File: config.mk
export PLATFORM = sky130hd
export DESIGN_NAME = sql_keyword_tokenizer_unit
export DESIGN_NICKNAME = d
export VERILOG_FILES = /design/src/sqltok_pkg.sv /design/src/sqltok_lexer.sv /design/src/sqltok_fifo.sv /design/src/sql_keyword_tokenizer_unit.sv
export SDC_FILE = /design/constraint.sdc
export NUM_CORES = 1
export LEC_CHECK = 0
export BUFFER_PORTS_ARGS = -buffer_cell sky130_fd_sc_hd__buf_4
export CORE_MARGIN = 10
export CORE_UTILIZATION = 60
export CTS_CLUSTER_DIAMETER = 40
export DETAILED_ROUTE_END_ITERATION = 12
export GPL_TIMING_DRIVEN = 0
export PLACE_DENSITY_LB_ADDON = 0.3
export SLEW_MARGIN = 10
export SYNTH_ARGS = -nofsm -noshare
export SYNTH_HDL_FRONTEND = slang
export SYNTH_SLANG_ARGS = --single-unit
File: constraint.sdc
create_clock -name i_clk -period 6.4 [get_ports i_clk]
set_input_delay 0.96 -clock i_clk [delete_from_list [all_inputs] [get_ports i_clk]]
set_output_delay 0.96 -clock i_clk [all_outputs]
set_load 0.05 [all_outputs]
File: src/sqltok_pkg.sv
// Shared types and constants of the SQL keyword tokenizer.
package sqltok_pkg;

    localparam logic [1:0] MODE_IDLE = 2'd0;
    localparam logic [1:0] MODE_NUM  = 2'd1;
    localparam logic [1:0] MODE_ID   = 2'd2;

    localparam logic [3:0] TOK_NUMBER    = 4'd0;
    localparam logic [3:0] TOK_IDENT     = 4'd1;
    localparam logic [3:0] TOK_SELECT    = 4'd2;
    localparam logic [3:0] TOK_CREATE    = 4'd3;
    localparam logic [3:0] TOK_FROM      = 4'd4;
    localparam logic [3:0] TOK_DROP      = 4'd5;
    localparam logic [3:0] TOK_INT       = 4'd6;
    localparam logic [3:0] TOK_OPEN      = 4'd7;
    localparam logic [3:0] TOK_CLOSE     = 4'd8;
    localparam logic [3:0] TOK_COMMA     = 4'd9;
    localparam logic [3:0] TOK_SEMICOLON = 4'd10;

    localparam logic [7:0] CH_DIGIT_LO  = 8'h30;
    localparam logic [7:0] CH_DIGIT_HI  = 8'h39;
    localparam logic [7:0] CH_LOWER_LO  = 8'h61;
    localparam logic [7:0] CH_LOWER_HI  = 8'h7A;
    localparam logic [7:0] CH_UNDER     = 8'h5F;
    localparam logic [7:0] CH_PAREN_OPN = 8'h28;
    localparam logic [7:0] CH_PAREN_CLS = 8'h29;
    localparam logic [7:0] CH_COMMA     = 8'h2C;
    localparam logic [7:0] CH_SEMICOLON = 8'h3B;

    // Keywords packed with the first byte most significant.
    localparam logic [47:0] KW_SELECT = 48'h73656C656374;
    localparam logic [47:0] KW_CREATE = 48'h637265617465;
    localparam logic [47:0] KW_FROM   = 48'h000066726F6D;
    localparam logic [47:0] KW_DROP   = 48'h000064726F70;
    localparam logic [47:0] KW_INT    = 48'h000000696E74;

    localparam int FIFO_DEPTH = 4;
    localparam int FIFO_AW    = 2;
    localparam int FIFO_CW    = 3;

    typedef struct packed {
        logic [3:0]  token_type;
        logic [11:0] token_start;
        logic [12:0] token_length;
        logic        run_last;
    } t_token;

    typedef struct packed {
        logic [1:0] num;
        t_token     tok0;
        t_token     tok1;
    } t_push;

    function automatic logic [3:0] ident_type(input logic [47:0] prefix,
                                              input logic too_long);
        logic [3:0] t;
        t = TOK_IDENT;
        if (!too_long) begin
            if (prefix == KW_SELECT) t = TOK_SELECT;
            else if (prefix == KW_CREATE) t = TOK_CREATE;
            else if (prefix == KW_FROM) t = TOK_FROM;
            else if (prefix == KW_DROP) t = TOK_DROP;
            else if (prefix == KW_INT) t = TOK_INT;
        end
        return t;
    endfunction

endpackage

File: src/sqltok_lexer.sv
// Scanner state and per-byte token decisions of the tokenizer.
module sqltok_lexer #(
    parameter int MAX_STRING_LEN = 4096
) (
    input  logic                 i_clk,
    input  logic                 i_rst_n,
    input  logic                 i_accept,
    input  logic [7:0]           i_char_code,
    input  logic                 i_end_of_string,
    output sqltok_pkg::t_push    o_push
);

    localparam int PW = $clog2(MAX_STRING_LEN + 1);
    localparam int SW = $clog2(MAX_STRING_LEN);
    localparam logic [PW-1:0] POS_MAX = PW'(MAX_STRING_LEN);

    logic [1:0]    r_mode, n_mode;
    logic [PW-1:0] r_pos, n_pos;
    logic [SW-1:0] r_start, n_start;
    logic [47:0]   r_prefix, n_prefix;
    logic          r_too_long, n_too_long;

    logic [1:0]    m_mode;
    logic [SW-1:0] m_start;
    logic [47:0]   m_prefix;
    logic          m_too_long;

    logic          sat, digit, lower, idch, taken, punct;
    logic          e_old, e_single, e_eos;
    logic [3:0]    single_type;
    sqltok_pkg::t_token tok_old, tok_single, tok_eos;
    logic [PW-1:0] len_old, len_eos;

    function automatic logic [12:0] to_len(input logic [PW-1:0] v);
        logic [31:0] t;
        t = 32'(v);
        return t[12:0];
    endfunction

    function automatic logic [11:0] to_start(input logic [SW-1:0] v);
        logic [31:0] t;
        t = 32'(v);
        return t[11:0];
    endfunction

    always_comb begin
        sat   = (r_pos == POS_MAX);
        digit = (i_char_code >= sqltok_pkg::CH_DIGIT_LO) &&
                (i_char_code <= sqltok_pkg::CH_DIGIT_HI);
        lower = (i_char_code >= sqltok_pkg::CH_LOWER_LO) &&
                (i_char_code <= sqltok_pkg::CH_LOWER_HI);
        idch  = digit || lower || (i_char_code == sqltok_pkg::CH_UNDER);

        punct       = 1'b1;
        single_type = sqltok_pkg::TOK_OPEN;
        case (i_char_code)
            sqltok_pkg::CH_PAREN_OPN: single_type = sqltok_pkg::TOK_OPEN;
            sqltok_pkg::CH_PAREN_CLS: single_type = sqltok_pkg::TOK_CLOSE;
            sqltok_pkg::CH_COMMA:     single_type = sqltok_pkg::TOK_COMMA;
            sqltok_pkg::CH_SEMICOLON: single_type = sqltok_pkg::TOK_SEMICOLON;
            default:                  punct = 1'b0;
        endcase

        m_mode     = r_mode;
        m_start    = r_start;
        m_prefix   = r_prefix;
        m_too_long = r_too_long;
        taken      = 1'b0;
        e_old      = 1'b0;
        e_single   = 1'b0;

        // Bytes past the length limit leave the state alone unless they carry the end mark.
        if (!sat) begin
            if (r_mode == sqltok_pkg::MODE_NUM && digit) begin
                taken = 1'b1;
            end else if (r_mode == sqltok_pkg::MODE_ID && idch) begin
                taken = 1'b1;
                if (r_prefix[47:40] != 8'd0) m_too_long = 1'b1;
                else m_prefix = {r_prefix[39:0], i_char_code};
            end else begin
                e_old  = (r_mode == sqltok_pkg::MODE_NUM) || (r_mode == sqltok_pkg::MODE_ID);
                m_mode = sqltok_pkg::MODE_IDLE;
            end

            if (!taken) begin
                if (digit) begin
                    m_mode  = sqltok_pkg::MODE_NUM;
                    m_start = r_pos[SW-1:0];
                end else if (lower) begin
                    m_mode     = sqltok_pkg::MODE_ID;
                    m_start    = r_pos[SW-1:0];
                    m_prefix   = {40'd0, i_char_code};
                    m_too_long = 1'b0;
                end else begin
                    e_single = punct;
                end
            end
        end

        e_eos = i_end_of_string &&
                ((m_mode == sqltok_pkg::MODE_NUM) || (m_mode == sqltok_pkg::MODE_ID));

        len_old = r_pos - PW'(r_start);
        len_eos = sat ? (POS_MAX - PW'(m_start)) : (r_pos - PW'(m_start) + PW'(1));

        tok_old.token_type   = (r_mode == sqltok_pkg::MODE_NUM) ? sqltok_pkg::TOK_NUMBER :
                               sqltok_pkg::ident_type(r_prefix, r_too_long);
        tok_old.token_start  = to_start(r_start);
        tok_old.token_length = to_len(len_old);
        tok_old.run_last     = 1'b0;

        tok_single.token_type   = single_type;
        tok_single.token_start  = to_start(r_pos[SW-1:0]);
        tok_single.token_length = 13'd1;
        tok_single.run_last     = 1'b0;

        tok_eos.token_type   = (m_mode == sqltok_pkg::MODE_NUM) ? sqltok_pkg::TOK_NUMBER :
                               sqltok_pkg::ident_type(m_prefix, m_too_long);
        tok_eos.token_start  = to_start(m_start);
        tok_eos.token_length = to_len(len_eos);
        tok_eos.run_last     = 1'b0;

        o_push.num  = i_accept ? (2'(e_old) + 2'(e_single) + 2'(e_eos)) : 2'd0;
        o_push.tok0 = e_old ? tok_old : (e_single ? tok_single : tok_eos);
        o_push.tok1 = (e_old && e_single) ? tok_single : tok_eos;
        o_push.tok0.run_last = (o_push.num == 2'd1);
        o_push.tok1.run_last = 1'b1;

        if (i_end_of_string) begin
            n_mode     = sqltok_pkg::MODE_IDLE;
            n_pos      = '0;
            n_start    = '0;
            n_prefix   = '0;
            n_too_long = 1'b0;
        end else begin
            n_mode     = m_mode;
            n_pos      = sat ? r_pos : r_pos + PW'(1);
            n_start    = m_start;
            n_prefix   = m_prefix;
            n_too_long = m_too_long;
        end
    end

    always_ff @(posedge i_clk) begin
        if (!i_rst_n) begin
            r_mode     <= sqltok_pkg::MODE_IDLE;
            r_pos      <= '0;
            r_start    <= '0;
            r_prefix   <= '0;
            r_too_long <= 1'b0;
        end else if (i_accept) begin
            r_mode     <= n_mode;
            r_pos      <= n_pos;
            r_start    <= n_start;
            r_prefix   <= n_prefix;
            r_too_long <= n_too_long;
        end
    end

endmodule

File: src/sqltok_fifo.sv
// Four-entry result queue that takes up to two tokens per cycle.
module sqltok_fifo (
    input  logic               i_clk,
    input  logic               i_rst_n,
    input  sqltok_pkg::t_push  i_push,
    output logic               o_space,
    output logic               o_valid,
    input  logic               i_ready,
    output sqltok_pkg::t_token o_token
);

    sqltok_pkg::t_token r_mem [sqltok_pkg::FIFO_DEPTH];
    logic [sqltok_pkg::FIFO_AW-1:0] r_wptr, r_rptr;
    logic [sqltok_pkg::FIFO_CW-1:0] r_count;
    logic pop;

    assign o_valid = (r_count != '0);
    assign o_token = r_mem[r_rptr];
    assign pop     = o_valid && i_ready;
    // Room for two results is needed before an item may be taken.
    assign o_space = (r_count <= sqltok_pkg::FIFO_CW'(sqltok_pkg::FIFO_DEPTH - 2));

    always_ff @(posedge i_clk) begin
        if (i_push.num != 2'd0) r_mem[r_wptr] <= i_push.tok0;
        if (i_push.num == 2'd2) r_mem[r_wptr + sqltok_pkg::FIFO_AW'(1)] <= i_push.tok1;
    end

    always_ff @(posedge i_clk) begin
        if (!i_rst_n) begin
            r_wptr  <= '0;
            r_rptr  <= '0;
            r_count <= '0;
        end else begin
            r_wptr  <= r_wptr + sqltok_pkg::FIFO_AW'(i_push.num);
            r_rptr  <= r_rptr + sqltok_pkg::FIFO_AW'(pop);
            r_count <= r_count + sqltok_pkg::FIFO_CW'(i_push.num)
                       - sqltok_pkg::FIFO_CW'(pop);
        end
    end

endmodule

File: src/sql_keyword_tokenizer_unit.sv
// A token is registered into the result queue when the byte that closes it is accepted.
// Throughput: one byte per cycle; the four-entry result queue lowers s_axis_tready
// while it holds more than two tokens, so bytes that close two tokens can stall the input.
// Reset (i_rst_n low, synchronous) returns the scanner to idle at offset zero and
// empties the result queue; tokens in flight are dropped.
module sql_keyword_tokenizer_unit #(
    parameter int MAX_STRING_LEN = 4096
) (
    input  logic        i_clk,
    input  logic        i_rst_n,
    input  logic        s_axis_tvalid,
    output logic        s_axis_tready,
    input  logic [7:0]  s_axis_tdata,   // [7:0] char_code
    input  logic        s_axis_tlast,   // end_of_string
    output logic        m_axis_tvalid,
    input  logic        m_axis_tready,
    output logic [31:0] m_axis_tdata,   // [3:0] token_type, [15:4] token_start,
                                        // [28:16] token_length, [31:29] zero
    output logic        m_axis_tlast    // run_last
);

    sqltok_pkg::t_push  push;
    sqltok_pkg::t_token token;
    logic accept;

    assign accept = s_axis_tvalid && s_axis_tready;

    sqltok_lexer #(
        .MAX_STRING_LEN(MAX_STRING_LEN)
    ) u_lexer (
        .i_clk          (i_clk),
        .i_rst_n        (i_rst_n),
        .i_accept       (accept),
        .i_char_code    (s_axis_tdata),
        .i_end_of_string(s_axis_tlast),
        .o_push         (push)
    );

    sqltok_fifo u_fifo (
        .i_clk  (i_clk),
        .i_rst_n(i_rst_n),
        .i_push (push),
        .o_space(s_axis_tready),
        .o_valid(m_axis_tvalid),
        .i_ready(m_axis_tready),
        .o_token(token)
    );

    assign m_axis_tdata = {3'd0, token.token_length, token.token_start, token.token_type};
    assign m_axis_tlast = token.run_last;

endmodule

==> impl_metrics.tcl, run 1 <==
set metrics [dict create \
    antenna_found_initial 0 \
    dr.pass1.iters 6 \
    clk_pin_slew_ps 60 \
    cts-hold-fix-buffers 0 \
    cp_slowest_cell "nand2_2" \
    hold_start "u_fifo.r_mem[3][0]" \
    power_density_nw_per_um2 278 \
    die_w_um 164 \
    htree_levels 1 \
    critPathBufInv 6 \
    syn_avg_cell_area_sq_um 9.69 \
    slew_headroom 0.273 \
    max_clock_freq_mhz 161 \
    synth_area_sq_um 12500 \
    pre_cts_ws_ps -148 \
    hpwl_mm 29.7 \
    cap_viol_max_count 0 \
    grt_use_met1 0.403 \
    io_buffers 39 \
    end_kind "flip-flop" \
    avgViaCountPerCell 7.02 \
    stdcell_count 1659 \
    grt.busiest_layer "met2" \
    async_reset_ff_frac 0 \
    cpPeakStageDelay_ps 660 \
    rr_endpoint "u_fifo.r_mem[0][3]" \
    r2r_setup_slack_ps 650 \
    yosysTopAreaCell "edfxtp_1" \
    clock-sinks 203 \
    initial_core_util 0.615 \
    synth_cell_types 81 \
    place.gp.congestion 1.00 \
    leakage_nw 4.98 \
    grtUsageMet2 0.471 \
    ys.flop_type "edfxtp_1" \
    cp_max_fo 29 \
    layout_min_cycle_time_ps 6220 \
    cts-root-buf "clkbuf_16" \
    core-area_sq_um 20400 \
    die_area_sq_um 27100 \
    ant_nets 0 \
    grt_pass1_vias 11100 \
    setup_ws_ps 179 \
    synth-seq-area-share 0.417 \
    place_inst 1603 \
    skew_ps 10.5 \
    wl_per_cell_um 25.1 \
    ys_ff_latch 203 \
    holdWs_ps 484 \
    hold_depth 1 \
    crit_arrival_ps 6330 \
    r2r-start "u_lexer.r_pos[0]" \
    hp-class "reg -> reg" \
    die_y_um 164 \
    crit_top_cell "nand2_1" \
    cts_made_buffers 30 \
    clk_latency_ps 550 \
    n_fill_cell 1560 \
    synth.area.top_cells "edfxtp_1, dfxtp_1, mux4_2" \
    met3_usage 0.0685 \
    ir_drop_mv 0.192 \
    syn_to_final_growth_pct 13.6 \
    setup-violations-final 0 \
    crit_family "simple AND/OR/NAND/NOR gates" \
    drv_slew 0 \
    rows 52 \
    grt_usage 0.301 \
    path_class "in -> reg" \
    path_cells "buf_4, or4_4, a21oi_4, or2_4, buf_6, nand2_1, o22ai_1, nand2_1, inv_1, clkbuf_1, buf_1, fa_1, nand2_1, nand2_1, nand2_1, clkbuf_1, nand2_2" \
    r2r_cells 14 \
    critPathLaunchType "primary input" \
    final_nets 1426 \
    antennaDiodeCount 0 \
    worst_pin_slew_ps 1080 \
    max-clock-path-buffers 3 \
    yosysWarnings 0 \
    min_to "u_fifo.r_mem[3][0]" \
    synth_edf_count 116 \
    dr_total_vias 11700 \
    finalPower_mw 3.96 \
    cts_tree "done" \
    drtIter0Drc 1947 \
    drive_above_1_share 0.122 \
    hold_viol 0 \
    outcome "completed" \
    wl_mm 41.7 \
    synthCells 1292 \
    min_period_over_period 0.972 \
    synth_top_cell_area_share 0.278 \
    grt_max_degree 31 \
    io_pins 48 \
    required_ps 6500 \
    grt_pass1_wl_mm 63.9 \
    overflow 0 \
    drc 0 \
    rsz0062_at_grt "false" \
]
## layout by cell type, fill, tap and decap left out, drive strengths merged, types with 10 or more instances in the layout
cell type,count
nor4,22
xor2,26
a22oi,53
nand2,111
nor2b,60
o22ai,105
xnor2,20
clkbuf,92
mux4,30
edfxtp,116
mux2i,32
nor3,28
inv,53
nand3,30
nor2,81
dfxtp,87
nand2b,10
and3,11
and2,26
buf,69
a21o,11
a21oi,57
ha,44
o21ai,60
## flip-flops by register name, summed over array words and instances (netlist names)
signal / count
u_lexer.r_mode: 2
u_lexer.r_too_long: 1
u_lexer.r_pos: 13
u_fifo.r_rptr: 2
u_fifo.r_count: 3
u_fifo.r_mem: 120
u_lexer.r_prefix: 48
u_lexer.r_start: 12
u_fifo.r_wptr: 2
## what timing repair did
action | CTS | global route
setup buffers | 0 | 0
endpoints found under the hold margin | 0 | 0
setup endpoints to repair | 0 | 29
gates resized for setup | 0 | 1
## kinds of logic (layout without fill, tap and decap cells)
logic type / after synthesis / in the layout / share of synthesized area
XOR/XNOR: 46 / 46 / 0.0322
multiplexers: 66 / 66 / 0.0834
other: 1 / 3 / 0.000299
adder cells (fa/ha/maj): 48 / 48 / 0.0503
AND/OR/NAND/NOR: 432 / 432 / 0.180
buffers and inverters: 133 / 228 / 0.0451
flip-flops: 203 / 203 / 0.417
AO/OA/AOI/OAI: 363 / 363 / 0.192
## through the flow
stage / setup TNS (ps) / utilization / area, sq um
6_report: 0 / 0.698 / 14200
5_1_grt: 0 / 0.698 / 14200
4_1_cts: 0 / 0.698 / 14200
3_5_place_dp: -7060 / 0.647 / 13200
3_3_place_gp: -28110 / 0.646 / 13200
2_1_floorplan: 0 / - / 12500
## synthesized netlist by cell type (31+ instances only)
cell      count
a21oi_1      55
a22oi_1      53
clkbuf_1     60
dfxtp_1      87
edfxtp_1    116
ha_1         44
inv_1        43
mux2i_1      31
nand2_1     110
nor2_1       81
nor2b_1      60
o21ai_0      55
o22ai_1     105
## area by class of cell
class	instances	area [sq um]	share of cell area
multi-input cells	958	6760	0.475
flip-flops and latches	203	5230	0.367
clock buffers	32	779	0.0548
plain buffers	90	403	0.0283
well taps	270	338	0.0238
repair buffers	39	293	0.0206
clock inverters	24	265	0.0186
inverters	43	161	0.0113
## how the worst max path moves through the flow
stage | depth (start not counted) | from | end
2_1_floorplan | 24 | s_axis_tdata[3] | u_fifo.r_mem[0][12]
3_3_place_gp | 17 | s_axis_tdata[2] | u_fifo.r_mem[2][1]
3_5_place_dp | 17 | s_axis_tdata[2] | u_fifo.r_mem[2][29]
4_1_cts | 17 | s_axis_tdata[2] | u_fifo.r_mem[2][23]
5_1_grt | 17 | s_axis_tdata[2] | u_fifo.r_mem[0][6]
6_report | 17 | s_axis_tdata[2] | u_fifo.r_mem[0][3]
## power breakdown
part           internal [mW]  switching (mW)  leakage [nW]  total, mW
Sequential              1.39          0.0192          1.90       1.41
Clock                   1.03           0.666         0.509       1.70
Combinational          0.287           0.568          2.57      0.855
Total                   2.71            1.25          4.98       3.96
## layer usage
layer  share of wire  vias to the layer above  wire, um
li1                -                     5064         -
met1            0.39                     5569     16100
met2            0.45                      868     18700
met3            0.13                      149      5360
met4           0.037                        0      1550
met5               0                        -         0
No activity file was read; power rests on OpenSTA's default activity.
==> run 2: changes to the inputs <==
--- a/config.mk
+++ b/config.mk
@@ -11,7 +11,7 @@
 export CTS_CLUSTER_DIAMETER = 40
 export DETAILED_ROUTE_END_ITERATION = 12
 export GPL_TIMING_DRIVEN = 0
-export PLACE_DENSITY_LB_ADDON = 0.3
+export PLACE_DENSITY = 0.75
 export SLEW_MARGIN = 10
 export SYNTH_ARGS = -nofsm -noshare
 export SYNTH_HDL_FRONTEND = slang
==> impl_metrics.tcl, run 2 (synthesis results as in run 1) <==
set metrics [dict create \
    setup-violations-final 0 \
    cap_viol_max_count 0 \
    layout_min_cycle_time_ps 6220 \
    power_density_nw_per_um2 265 \
    cts_made_buffers 28 \
    cts_setup_buffers 0 \
    final_util 0.693 \
    grt_pass1_vias 10700 \
    drc 0 \
    top_register "u_fifo.r_mem" \
    crit_arrival_ps 6310 \
    antenna_found_initial 0 \
    syn_to_final_growth_pct 12.7 \
    leakage_nw 4.93 \
    slew_headroom 0.220 \
    rsz0062_at_grt "false" \
    largest_reg_flops 120 \
    path_class "in -> reg" \
    hold_viol 0 \
    outcome "completed" \
    io_buffers 39 \
    avgViaCountPerCell 6.82 \
    grt_usage 0.299 \
    r2r_setup_slack_ps 600 \
    htree_levels 1 \
    post_cts_resized 0 \
    cts-hold-fix-buffers 0 \
    final_nets 1426 \
    reg.largest.list "u_fifo.r_mem (120), u_lexer.r_prefix (48), u_lexer.r_pos (13)" \
    core-area_sq_um 20400 \
    antennaDiodeCount 0 \
    dr.pass1.iters 6 \
    clock-sinks 203 \
    r2r-start "u_lexer.r_pos[0]" \
    grt_max_degree 30 \
    stdcell_count 1654 \
    wl_met2_mm 18.0 \
    multi_input_area_sq_um 6750 \
    cts_tree "done" \
    drive_above_1_share 0.120 \
    io_pins 48 \
    place_inst 1605 \
    top_layer "met4" \
    place.gp.congestion 1.00 \
    hpwl_mm 30.2 \
    die_area_sq_um 27100 \
    hold_start "u_fifo.r_mem[3][0]" \
    initial_core_util 0.615 \
    ir_drop_mv 0.205 \
    met1_length_mm 17.0 \
    die_y_um 164 \
    worst_pin_slew_ps 1170 \
    rr_endpoint "u_fifo.r_mem[2][12]" \
    end_kind "flip-flop" \
    overflow 0 \
    final_common_cell "edfxtp_1" \
    wl_per_cell_um 24.8 \
    critPathLaunchType "primary input" \
    skew_ps 13.8 \
    hold_depth 1 \
    drtIter0Drc 1600 \
    r2r_cells 14 \
    clk_pin_slew_ps 60 \
    dr_total_vias 11300 \
    min_to "u_fifo.r_mem[3][0]" \
    regArea_sq_um 5230 \
    cts-root-buf "clkbuf_16" \
    hp-class "reg -> reg" \
    min_period_over_period 0.972 \
    grt_pass1_wl_mm 63.1 \
    max_clock_freq_mhz 161 \
    die_w_um 164 \
    max-clock-path-buffers 3 \
    cp_max_fo 29 \
    n_fill_cell 1587 \
    drv_slew 0 \
    ant_nets 0 \
    layout_common_cells "edfxtp_1, nand2_1, o22ai_1, dfxtp_1, nor2_1" \
    clk_latency_ps 550 \
    wl_met3_mm 4.79 \
    required_ps 6490 \
    rows 52 \
    wl_mm 41.0 \
]
[run 2: changes by cell type in the layout (fill, tap and decap cells not counted), moves of 2 or more]
cell | previous run | this run
bufinv_16 | 3 | 0
clkbuf_16 | 31 | 28
clkinv_2 | 4 | 1
clkbuf_2 | 0 | 2
clkbuf_8 | 0 | 2
clkinvlp_4 | 3 | 1
inv_8 | 5 | 3
[run 2: layout make-up]
type	count	share of cell area
Multi-Input combinational cell	958	0.479
Sequential cell	203	0.370
Clock buffer	33	0.0526
Buffer	90	0.0285
Timing Repair Buffer	41	0.0241
Tap cell	270	0.0239
Inverter	43	0.0114
Clock inverter	16	0.0106
[run 2: worst max-delay path by stage]
stage | start | endpoint | slack, ps | cells past startpoint
after global routing | s_axis_tdata[2] | u_fifo.r_mem[0][27] | 80 | 17
final | s_axis_tdata[2] | u_fifo.r_mem[2][12] | 180 | 17
after CTS | s_axis_tdata[2] | u_fifo.r_mem[0][1] | 380 | 17
after floorplan | s_axis_tdata[3] | u_fifo.r_mem[0][12] | 880 | 24
after detailed placement | s_axis_tdata[2] | u_fifo.r_mem[0][24] | -170 | 17
after global placement | s_axis_tdata[2] | u_fifo.r_mem[0][24] | -570 | 17
[run 2: power by group]
| part | internal (mW) | total [mW] | switching [mW] |
|---|---|---|---|
| logic | 0.288 | 0.858 | 0.570 |
| registers | 1.39 | 1.41 | 0.0185 |
| clock network | 0.850 | 1.48 | 0.630 |
| total | 2.53 | 3.75 | 1.22 |
[run 2: stage by stage]
step	hold WS [ps]	cell area (sq um)	setup TNS, ps	worst slack, ps	power [mW]
after floorplan	431	12500	0	884	2.04
after global placement	441	13200	-38410	-568	2.28
after detailed placement	450	13200	-7140	-172	2.29
after CTS	466	14100	0	380	3.75
after global routing	508	14100	0	75.9	3.85
final	476	14100	0	181	3.75
[run 2: critical path, cell delays in order]
cell      delay [ps]
buf_4            120
or4_4            540
a21oi_4          230
or2_4            180
buf_6            130
nand2_1           90
o22ai_1          160
nand2_1          240
inv_1            210
clkbuf_1         450
buf_1            560
fa_1             570
nand2_1          130
nand2_1          130
nand2_1          280
clkbuf_1         600
nand2_2          690
[run 2: metal layers]
metal / up-vias / GRT usage
li1: 5065 / -
met1: 5395 / 0.423
met2: 738 / 0.455
met3: 90 / 0.0588
met4: 0 / 0.0898
met5: - / 0
